$ cat src/hdl/tdpf_pkg.sv
// Package with the constants, register indexes and sequencer state type of the firing block.
`timescale 1ns / 1ps

package tdpf_pkg;

    localparam int TIMER_BITS  = 18;
    localparam int HALF_BITS   = 16;
    localparam int WIDTH_BITS  = 16;
    localparam int GAP_BITS    = 16;
    localparam int GUARD_BITS  = 16;
    localparam int LOCK_BITS   = 18;
    localparam int SAMPLE_BITS = 10;
    localparam int PROD_BITS   = HALF_BITS + SAMPLE_BITS;
    localparam int CFG_BITS    = 18;
    localparam int CFG_IDX_BITS = 3;
    localparam int S_DATA_BITS = 16;
    localparam int M_DATA_BITS = 8;

    localparam logic [TIMER_BITS-1:0] TIMER_MAX = {TIMER_BITS{1'b1}};

    localparam logic [PROD_BITS-1:0] ANGLE_FULL_SCALE = PROD_BITS'(1023);

    localparam logic [HALF_BITS-1:0]  HALF_PERIOD_RST = HALF_BITS'(8333);
    localparam logic [WIDTH_BITS-1:0] PULSE_WIDTH_RST = WIDTH_BITS'(583);
    localparam logic [GAP_BITS-1:0]   PULSE_GAP_RST   = GAP_BITS'(2777);
    localparam logic [GUARD_BITS-1:0] GUARD_RST       = GUARD_BITS'(500);
    localparam logic [LOCK_BITS-1:0]  LOCKOUT_RST     = LOCK_BITS'(12500);

    localparam logic [CFG_IDX_BITS-1:0] REG_HALF_PERIOD = 3'd0;
    localparam logic [CFG_IDX_BITS-1:0] REG_PULSE_WIDTH = 3'd1;
    localparam logic [CFG_IDX_BITS-1:0] REG_PULSE_GAP   = 3'd2;
    localparam logic [CFG_IDX_BITS-1:0] REG_GUARD       = 3'd3;
    localparam logic [CFG_IDX_BITS-1:0] REG_LOCKOUT     = 3'd4;

    typedef enum logic [1:0] {
        PH_DELAY  = 2'd0,
        PH_PULSE1 = 2'd1,
        PH_GAP    = 2'd2,
        PH_PULSE2 = 2'd3
    } phase_t;

endpackage

$ cat src/hdl/thyristor_double_pulse_firing.sv
// Top level of the double-pulse thyristor firing controller with phase-angle delay.
`timescale 1ns / 1ps

// The block takes one request per microsecond tick on the s_ channel. Each request carries
// a zero-crossing edge flag and a 10-bit firing-angle sample; it returns exactly one result
// on the m_ channel holding the gate level and the busy flag after that tick.
// A crossing is taken only when more than lockout_us ticks have passed since the last one
// taken. It arms the sequencer, which waits half_period_us * sample / 1023 ticks (clamped to
// half_period_us - guard_us), drives a gate pulse of pulse_width_us, and drives a second
// pulse pulse_gap_us after the start of the first one before it disarms.
// Timing registers are written through the cfg_ port and should change only while idle.
// A new request is taken every cycle while the output is not stalled.
// The path runs through an input register, a multiply stage, a quotient estimate stage, a
// correction and clamp stage, and the sequencer stage that feeds the output register.
// All stages move together: when a result waits and m_tready is low, s_tready drops and
// the whole pipeline holds. Sequencer state advances only when a result is written.
// A synchronous reset (aresetn low) empties the pipeline, disarms the sequencer, clears
// both timers and the gate level, and restores the register defaults.
module thyristor_double_pulse_firing
    import tdpf_pkg::*;
(
    input  logic                    aclk,
    input  logic                    aresetn,
    input  logic                    s_tvalid,
    output logic                    s_tready,
    // Fields from bit 0 up: crossing_edge [0], angle_sample [10:1], zero fill [15:11].
    input  logic [S_DATA_BITS-1:0]  s_tdata,
    output logic                    m_tvalid,
    input  logic                    m_tready,
    // Fields from bit 0 up: gate_drive [0], busy_res [1], zero fill [7:2].
    output logic [M_DATA_BITS-1:0]  m_tdata,
    input  logic                    cfg_we,
    input  logic [CFG_IDX_BITS-1:0] cfg_addr,
    input  logic [CFG_BITS-1:0]     cfg_wdata
);

    logic [HALF_BITS-1:0]  half_period_reg;
    logic [WIDTH_BITS-1:0] pulse_width_reg;
    logic [GAP_BITS-1:0]   pulse_gap_reg;
    logic [GUARD_BITS-1:0] guard_reg;
    logic [LOCK_BITS-1:0]  lockout_reg;

    logic                   advance;

    logic                   v1_reg;
    logic                   edge1_reg;
    logic [SAMPLE_BITS-1:0] sample1_reg;

    logic                   v2_reg;
    logic                   edge2_reg;
    logic [PROD_BITS-1:0]   prod2_reg;

    logic                   v3_reg;
    logic                   edge3_reg;
    logic [PROD_BITS-1:0]   prod3_reg;
    logic [HALF_BITS-1:0]   qest3_reg;

    logic                   v4_reg;
    logic                   edge4_reg;
    logic [HALF_BITS-1:0]   delay4_reg;

    logic [PROD_BITS-1:0]   prod_next;
    logic [PROD_BITS-1:0]   est_sum;
    logic [HALF_BITS-1:0]   qest_next;
    logic [PROD_BITS:0]     remainder;
    logic [HALF_BITS-1:0]   quotient;
    logic [HALF_BITS-1:0]   delay_limit;
    logic [HALF_BITS-1:0]   delay_next;

    phase_t                 phase_reg;
    phase_t                 phase_next;
    logic                   armed_reg;
    logic                   armed_next;
    logic [TIMER_BITS-1:0]  step_timer_reg;
    logic [TIMER_BITS-1:0]  step_timer_next;
    logic [TIMER_BITS-1:0]  cross_timer_reg;
    logic [TIMER_BITS-1:0]  cross_timer_next;
    logic                   gate_reg;
    logic                   gate_next;

    logic [TIMER_BITS-1:0]  step_adv;
    logic [TIMER_BITS-1:0]  cross_adv;
    logic                   take_crossing;
    logic [TIMER_BITS-1:0]  step_base;
    logic                   armed_base;
    phase_t                 phase_base;

    logic                   m_tvalid_reg;
    logic [M_DATA_BITS-1:0] m_tdata_reg;

    assign advance  = !m_tvalid_reg || m_tready;
    assign s_tready = advance;
    assign m_tvalid = m_tvalid_reg;
    assign m_tdata  = m_tdata_reg;

    always_ff @(posedge aclk) begin
        if (!aresetn) begin
            half_period_reg <= HALF_PERIOD_RST;
            pulse_width_reg <= PULSE_WIDTH_RST;
            pulse_gap_reg   <= PULSE_GAP_RST;
            guard_reg       <= GUARD_RST;
            lockout_reg     <= LOCKOUT_RST;
        end else if (cfg_we) begin
            case (cfg_addr)
                REG_HALF_PERIOD: half_period_reg <= cfg_wdata[HALF_BITS-1:0];
                REG_PULSE_WIDTH: pulse_width_reg <= cfg_wdata[WIDTH_BITS-1:0];
                REG_PULSE_GAP:   pulse_gap_reg   <= cfg_wdata[GAP_BITS-1:0];
                REG_GUARD:       guard_reg       <= cfg_wdata[GUARD_BITS-1:0];
                REG_LOCKOUT:     lockout_reg     <= cfg_wdata[LOCK_BITS-1:0];
                default: ;
            endcase
        end
    end

    // The quotient estimate by 1023 never exceeds the true quotient and is short by at most one.
    assign prod_next = PROD_BITS'(half_period_reg) * PROD_BITS'(sample1_reg);
    assign est_sum   = prod2_reg + (prod2_reg >> 10) + (prod2_reg >> 20);
    assign qest_next = est_sum[PROD_BITS-1:10];

    assign remainder = {1'b0, prod3_reg} - {1'b0, qest3_reg, 10'b0} + (PROD_BITS+1)'(qest3_reg);
    assign quotient  = (remainder >= (PROD_BITS+1)'(ANGLE_FULL_SCALE)) ? qest3_reg + 1'b1
                                                                         : qest3_reg;
    assign delay_limit = (guard_reg >= half_period_reg) ? '0 : half_period_reg - guard_reg;
    assign delay_next  = (quotient > delay_limit) ? delay_limit : quotient;

    always_ff @(posedge aclk) begin
        if (!aresetn) begin
            v1_reg <= 1'b0;
            v2_reg <= 1'b0;
            v3_reg <= 1'b0;
            v4_reg <= 1'b0;
        end else if (advance) begin
            v1_reg <= s_tvalid;
            v2_reg <= v1_reg;
            v3_reg <= v2_reg;
            v4_reg <= v3_reg;
        end
    end

    always_ff @(posedge aclk) begin
        if (advance) begin
            edge1_reg   <= s_tdata[0];
            sample1_reg <= s_tdata[SAMPLE_BITS:1];
            edge2_reg   <= edge1_reg;
            prod2_reg   <= prod_next;
            edge3_reg   <= edge2_reg;
            prod3_reg   <= prod2_reg;
            qest3_reg   <= qest_next;
            edge4_reg   <= edge3_reg;
            delay4_reg  <= delay_next;
        end
    end

    assign step_adv  = (step_timer_reg == TIMER_MAX) ? TIMER_MAX : step_timer_reg + 1'b1;
    assign cross_adv = (cross_timer_reg == TIMER_MAX) ? TIMER_MAX : cross_timer_reg + 1'b1;
    assign take_crossing = edge4_reg && (cross_adv > lockout_reg);
    assign step_base  = take_crossing ? '0 : step_adv;
    assign armed_base = take_crossing ? 1'b1 : armed_reg;
    assign phase_base = take_crossing ? PH_DELAY : phase_reg;
    assign cross_timer_next = take_crossing ? '0 : cross_adv;

    always_comb begin
        phase_next = phase_base;
        if (armed_base) begin
            case (phase_base)
                PH_DELAY: begin
                    if (step_base > TIMER_BITS'(delay4_reg)) phase_next = PH_PULSE1;
                end
                PH_PULSE1: begin
                    if (step_base > TIMER_BITS'(pulse_width_reg)) phase_next = PH_GAP;
                end
                PH_GAP: begin
                    if (step_base > TIMER_BITS'(pulse_gap_reg)) phase_next = PH_PULSE2;
                end
                PH_PULSE2: begin
                    if (step_base > TIMER_BITS'(pulse_width_reg)) phase_next = PH_DELAY;
                end
                default: phase_next = PH_DELAY;
            endcase
        end
    end

    always_comb begin
        step_timer_next = step_base;
        armed_next      = armed_base;
        gate_next       = gate_reg;
        if (armed_base && (phase_next != phase_base)) begin
            case (phase_next)
                PH_PULSE1: begin
                    gate_next       = 1'b1;
                    step_timer_next = '0;
                end
                PH_GAP: begin
                    gate_next = 1'b0;
                end
                PH_PULSE2: begin
                    gate_next       = 1'b1;
                    step_timer_next = '0;
                end
                PH_DELAY: begin
                    gate_next  = 1'b0;
                    armed_next = 1'b0;
                end
                default: ;
            endcase
        end
    end

    always_ff @(posedge aclk) begin
        if (!aresetn) begin
            phase_reg       <= PH_DELAY;
            armed_reg       <= 1'b0;
            step_timer_reg  <= '0;
            cross_timer_reg <= '0;
            gate_reg        <= 1'b0;
            m_tvalid_reg    <= 1'b0;
        end else if (advance) begin
            m_tvalid_reg <= v4_reg;
            if (v4_reg) begin
                phase_reg       <= phase_next;
                armed_reg       <= armed_next;
                step_timer_reg  <= step_timer_next;
                cross_timer_reg <= cross_timer_next;
                gate_reg        <= gate_next;
            end
        end
    end

    always_ff @(posedge aclk) begin
        if (advance && v4_reg) begin
            m_tdata_reg <= {{(M_DATA_BITS-2){1'b0}}, armed_next, gate_next};
        end
    end

`ifndef NO_ASSERTIONS
    a_gate_needs_armed: assert property (@(posedge aclk) disable iff (!aresetn)
        gate_reg |-> armed_reg)
        else $error("Gate is high while the sequencer is disarmed.");

    a_phase_needs_armed: assert property (@(posedge aclk) disable iff (!aresetn)
        (phase_reg != PH_DELAY) |-> armed_reg)
        else $error("Sequencer left the delay phase while disarmed.");

    a_hold_on_stall: assert property (@(posedge aclk) disable iff (!aresetn)
        !advance |=> ($stable(step_timer_reg) && $stable(cross_timer_reg)))
        else $error("Timers moved while the pipeline was stalled.");

    a_crossing_clears: assert property (@(posedge aclk) disable iff (!aresetn)
        (advance && v4_reg && take_crossing) |=> (cross_timer_reg == '0 && armed_reg))
        else $error("Accepted crossing did not restart the crossing timer and arm.");
`endif

endmodule
$ cat config.mk
export PLATFORM = sky130hd
export DESIGN_NAME = thyristor_double_pulse_firing
export DESIGN_NICKNAME = d
export VERILOG_FILES = /design/src/hdl/tdpf_pkg.sv /design/src/hdl/thyristor_double_pulse_firing.sv
export SDC_FILE = /design/constraint.sdc
export NUM_CORES = 1
export LEC_CHECK = 0
export CORE_ASPECT_RATIO = 0.8
export CORE_MARGIN = 1
export CORE_UTILIZATION = 25
export DETAILED_ROUTE_END_ITERATION = 8
export DONT_BUFFER_PORTS = 1
export SLEW_MARGIN = 10
export SYNTH_ARGS = -nofsm -noshare
export SYNTH_HDL_FRONTEND = slang
export SYNTH_SLANG_ARGS = --single-unit
export TNS_END_PERCENT = 10
$ cat constraint.sdc
create_clock -name aclk -period 12.51 [get_ports aclk]
set_input_delay 2.502 -clock aclk [delete_from_list [all_inputs] [get_ports aclk]]
set_output_delay 2.502 -clock aclk [all_outputs]
set_load 0.1 [all_outputs]
==> report_table.html <==
<table>
<tr><th>Metric</th><th>Value</th></tr>
<tr><th colspan="2">Status</th></tr>
<tr><td>Status</td><td>finished, final reports clean</td></tr>
<tr><th colspan="2">Critical path</th></tr>
<tr><td>Crit-path slowest cell</td><td>nand4_1</td></tr>
<tr><td>Cell depth of the worst flop-to-flop path</td><td>33</td></tr>
<tr><td>Worst setup EP type</td><td>flop</td></tr>
<tr><td>CP most frequent cell</td><td>o21a_1</td></tr>
<tr><td>Worst path arrival time</td><td>7900 ps</td></tr>
<tr><td>End of the worst register-to-register path</td><td>step_timer_reg[16]$_SDFFE_PN0P_</td></tr>
<tr><td>Beginning of the critical path</td><td>cross_timer_reg[0]$_SDFFE_PN0P_</td></tr>
<tr><td>Critical path endpoint</td><td>step_timer_reg[16]$_SDFFE_PN0P_</td></tr>
<tr><td>Startpoint of the worst-slack reg-to-reg timing path</td><td>cross_timer_reg[0]$_SDFFE_PN0P_</td></tr>
<tr><td>Highest net fanout along the worst path</td><td>22</td></tr>
<tr><td>Flop2flop setup slack</td><td>5070 ps</td></tr>
<tr><td>Kind of launch point of the worst setup path</td><td>flop</td></tr>
<tr><td>Critical path start-end classification</td><td>flop to flop</td></tr>
<tr><td>Required time of the critical path</td><td>12970 ps</td></tr>
<tr><td>Delay of the slowest critical-path stage</td><td>590 ps</td></tr>
<tr><th colspan="2">Synthesis</th></tr>
<tr><td>Count of flip-flops with a built-in enable after synthesis</td><td>100</td></tr>
<tr><td>Post-synthesis cell area</td><td>19700 µm²</td></tr>
<tr><td>Count of synthesis-stage warnings from yosys</td><td>0</td></tr>
<tr><td>Post-synthesis sequential area ratio</td><td>28.2%</td></tr>
<tr><td>Prevailing post-synth register cell</td><td>dfxtp_1</td></tr>
<tr><td>Async SR Flop Fraction</td><td>0%</td></tr>
<tr><td>Yosys cell types</td><td>79</td></tr>
<tr><td>Largest area contributor in the netlist</td><td>edfxtp_1</td></tr>
<tr><td>FF+latch count, synth</td><td>227</td></tr>
<tr><td>Post-Syn Area per Cell</td><td>8.90 µm²</td></tr>
<tr><td>Count of mapped cells out of synthesis</td><td>2210</td></tr>
<tr><td>Most area-consuming cells after synthesis</td><td>edfxtp_1 15%, ha_1 15%, dfxtp_1 13%</td></tr>
<tr><td>Share of the synthesized area in the top cell type</td><td>15.3%</td></tr>
<tr><th colspan="2">Timing</th></tr>
<tr><td>Count of final setup violators</td><td>0</td></tr>
<tr><td>Maximum clock frequency</td><td>134 MHz</td></tr>
<tr><td>Final max-slew violation count</td><td>0</td></tr>
<tr><td>Final cycle utilization of the critical path</td><td>59.5%</td></tr>
<tr><td>Largest clock skew in the final design</td><td>17.9 ps</td></tr>
<tr><td>Worst rel slew slack</td><td>30.7%</td></tr>
<tr><td>Setup repair after global routing missed its margin</td><td>no</td></tr>
<tr><td>Final Hold Fails</td><td>0</td></tr>
<tr><td>Min Tclk post-route</td><td>7440 ps</td></tr>
<tr><td>Worst Tran Pin Value</td><td>1040 ps</td></tr>
<tr><td>Hold Worst Slack</td><td>418 ps</td></tr>
<tr><td>Accumulated negative setup slack</td><td>0 ps</td></tr>
<tr><th colspan="2">Global route</th></tr>
<tr><td>Total grt overflow</td><td>0</td></tr>
<tr><td>Pin count of the biggest net entering global routing</td><td>113</td></tr>
<tr><td>Overall track demand over capacity in global routing</td><td>12.3%</td></tr>
<tr><td>Antenna violations before repair</td><td>3</td></tr>
<tr><td>Via count of the first global-routing pass</td><td>14000</td></tr>
<tr><td>First-pass GRT wire length</td><td>78700 µm</td></tr>
<tr><th colspan="2">Pwr</th></tr>
<tr><td>Largest vdd supply drop</td><td>0.122 mV</td></tr>
<tr><td>Static leakage</td><td>9.57 nW</td></tr>
<tr><td>Cell area power density</td><td>185 nW/µm²</td></tr>
<tr><td>Power, Total</td><td>3.97 mW</td></tr>
<tr><th colspan="2">Cells and area</th></tr>
<tr><td>Share of final-layout standard cells stronger than drive strength 1</td><td>3.39%</td></tr>
<tr><td>Final cell area excluding filler cells</td><td>21500 µm²</td></tr>
<tr><td>Top library cells by usage in the layout, fill and taps aside</td><td>345 x nand2_1, 264 x inv_1, 233 x ha_1, 127 x dfxtp_1, 122 x fa_1</td></tr>
<tr><td>Number of nets in the layout</td><td>2560</td></tr>
<tr><td>Leading cell type in the layout, fill and taps excluded</td><td>nand2_1</td></tr>
<tr><td>Layout Area Growth over Synthesis</td><td>9.25%</td></tr>
<tr><td>Share of the core filled with cells</td><td>27.8%</td></tr>
<tr><td>Antenna diode count</td><td>0</td></tr>
<tr><td>Count of filler cells inserted in the layout</td><td>8292</td></tr>
<tr><th colspan="2">Routing</th></tr>
<tr><td>First-pass DRT Iterations</td><td>5</td></tr>
<tr><td>Routed wire length</td><td>49300 µm</td></tr>
<tr><td>Post-route antenna net violation count</td><td>0</td></tr>
<tr><td>Avg WL per Cell</td><td>15.4 µm</td></tr>
<tr><td>Vias post-DR</td><td>14800</td></tr>
<tr><td>Iter 0 DRT Violations</td><td>1064</td></tr>
<tr><td>DRC violations left</td><td>0</td></tr>
<tr><td>DR vias/cell</td><td>4.63</td></tr>
<tr><th colspan="2">Floorplan</th></tr>
<tr><td>Die outline area</td><td>79800 µm²</td></tr>
<tr><td>Initial standard-cell utilization of the core</td><td>25.4%</td></tr>
<tr><td>I/O pin total</td><td>52</td></tr>
<tr><td>Die extent in x</td><td>316 µm</td></tr>
<tr><td>Standard-cell row count</td><td>91</td></tr>
<tr><td>Height of the chip</td><td>253 µm</td></tr>
<tr><td>Core outline area</td><td>77400 µm²</td></tr>
<tr><th colspan="2">Clock tree</th></tr>
<tr><td>Resized Gates After CTS</td><td>0</td></tr>
<tr><td>Post-cts hold buffer count</td><td>0</td></tr>
<tr><td>Latest clock arrival within the worst-skew pair</td><td>540 ps</td></tr>
<tr><td>Number of levels the H-tree was split into</td><td>1</td></tr>
<tr><td>Clock slew at the register clock pins of the worst setup and hold paths</td><td>70 ps</td></tr>
<tr><td>Clock Path Buffers</td><td>3</td></tr>
<tr><td>Clock Sink Count</td><td>227</td></tr>
<tr><td>CTS root buf</td><td>clkbuf_16</td></tr>
<tr><td>Number of CTS-inserted buffers</td><td>24</td></tr>
<tr><td>Setup Fix Bufs, Post-CTS</td><td>0</td></tr>
<tr><td>Clock tree from TritonCTS</td><td>built</td></tr>
<tr><th colspan="2">Placed design</th></tr>
<tr><td>Total of buffers placed on input and output ports</td><td>0</td></tr>
<tr><td>Instance area after placement</td><td>20700 µm²</td></tr>
<tr><td>Placer's final routability congestion estimate</td><td>0.830</td></tr>
<tr><td>Detailed-placement wirelength estimate</td><td>36600 µm</td></tr>
<tr><th colspan="2">Hold path</th></tr>
<tr><td>Class of the most critical hold timing path</td><td>flop to flop</td></tr>
<tr><th colspan="2">Flow run</th></tr>
<tr><td>Max_cap viols</td><td>0</td></tr>
</table>
worst min-delay path by stage:
stage	startpoint	endpoint	slack, ps	cells past startpoint
2_1_floorplan	edge1_reg$_DFFE_PN_	edge2_reg$_DFFE_PN_	400	0
3_3_place_gp	edge3_reg$_DFFE_PN_	edge4_reg$_DFFE_PN_	410	0
3_5_place_dp	edge1_reg$_DFFE_PN_	edge2_reg$_DFFE_PN_	410	0
4_1_cts	edge3_reg$_DFFE_PN_	edge4_reg$_DFFE_PN_	420	0
5_1_grt	edge3_reg$_DFFE_PN_	edge4_reg$_DFFE_PN_	430	0
6_report	edge3_reg$_DFFE_PN_	edge4_reg$_DFFE_PN_	420	0
critical path, delay by kind of cell (launching register included):
family / cells / cell delay, ps
compound gates: 16 / 3120
simple gates: 12 / 2600
buf+inv: 2 / 420
fa+ha+maj: 3 / 840
flops: 1 / 360
power by group:
group	leakage [nW]	internal [mW]	switching, mW
Sequential	2.10	0.959	0.131
Combinational	7.05	0.900	1.24
Clock	0.407	0.430	0.315
Total	9.57	2.29	1.68
logic make-up after synthesis:
family / after synthesis / share of synthesized area, %
buffers and inverters: 349 / 6.86
muxes: 12 / 0.630
DFF: 227 / 28.2
other: 1 / 0.0191
and+or+nand+nor: 750 / 18.4
AOI/OAI and AO/OA: 418 / 14.3
xor gates and xnor gates: 98 / 4.40
adders and majority gates: 355 / 27.2
final cells by class:
class	instances	area, µm²	share of cell area [%]
tap	1023	1280	5.96
timing repair buffer	7	52.6	0.245
multi-input combinational	1639	12800	59.6
sequential	227	5550	25.8
clock buffer	34	731	3.40
clock inverter	10	85.1	0.396
inverter	264	991	4.61
through the flow:
step,cells,setup slack [ps]
2_1_floorplan,2215,3750
3_3_place_gp,3160,5130
3_5_place_dp,3160,5030
4_1_cts,3204,5020
5_1_grt,3204,4380
6_report,3204,5070
synth_stat cells (52+ instances only):
library cell,n
a21boi_0,59
a21oi_1,106
and2_1,89
clkbuf_1,76
dfxtp_1,127
edfxtp_1,100
fa_1,122
ha_1,233
inv_1,264
nand2_1,345
nor2_1,79
o21ai_0,52
xnor2_1,66
layer usage:
layer,wire length [µm],GRT usage (%),share of wire [%]
met1,25100,18.6,51
met2,20700,18.3,42
met3,2850,2.08,5.8
met4,713,2.07,1.4
met5,0,0,0
(Power assumes the default switching activity.)
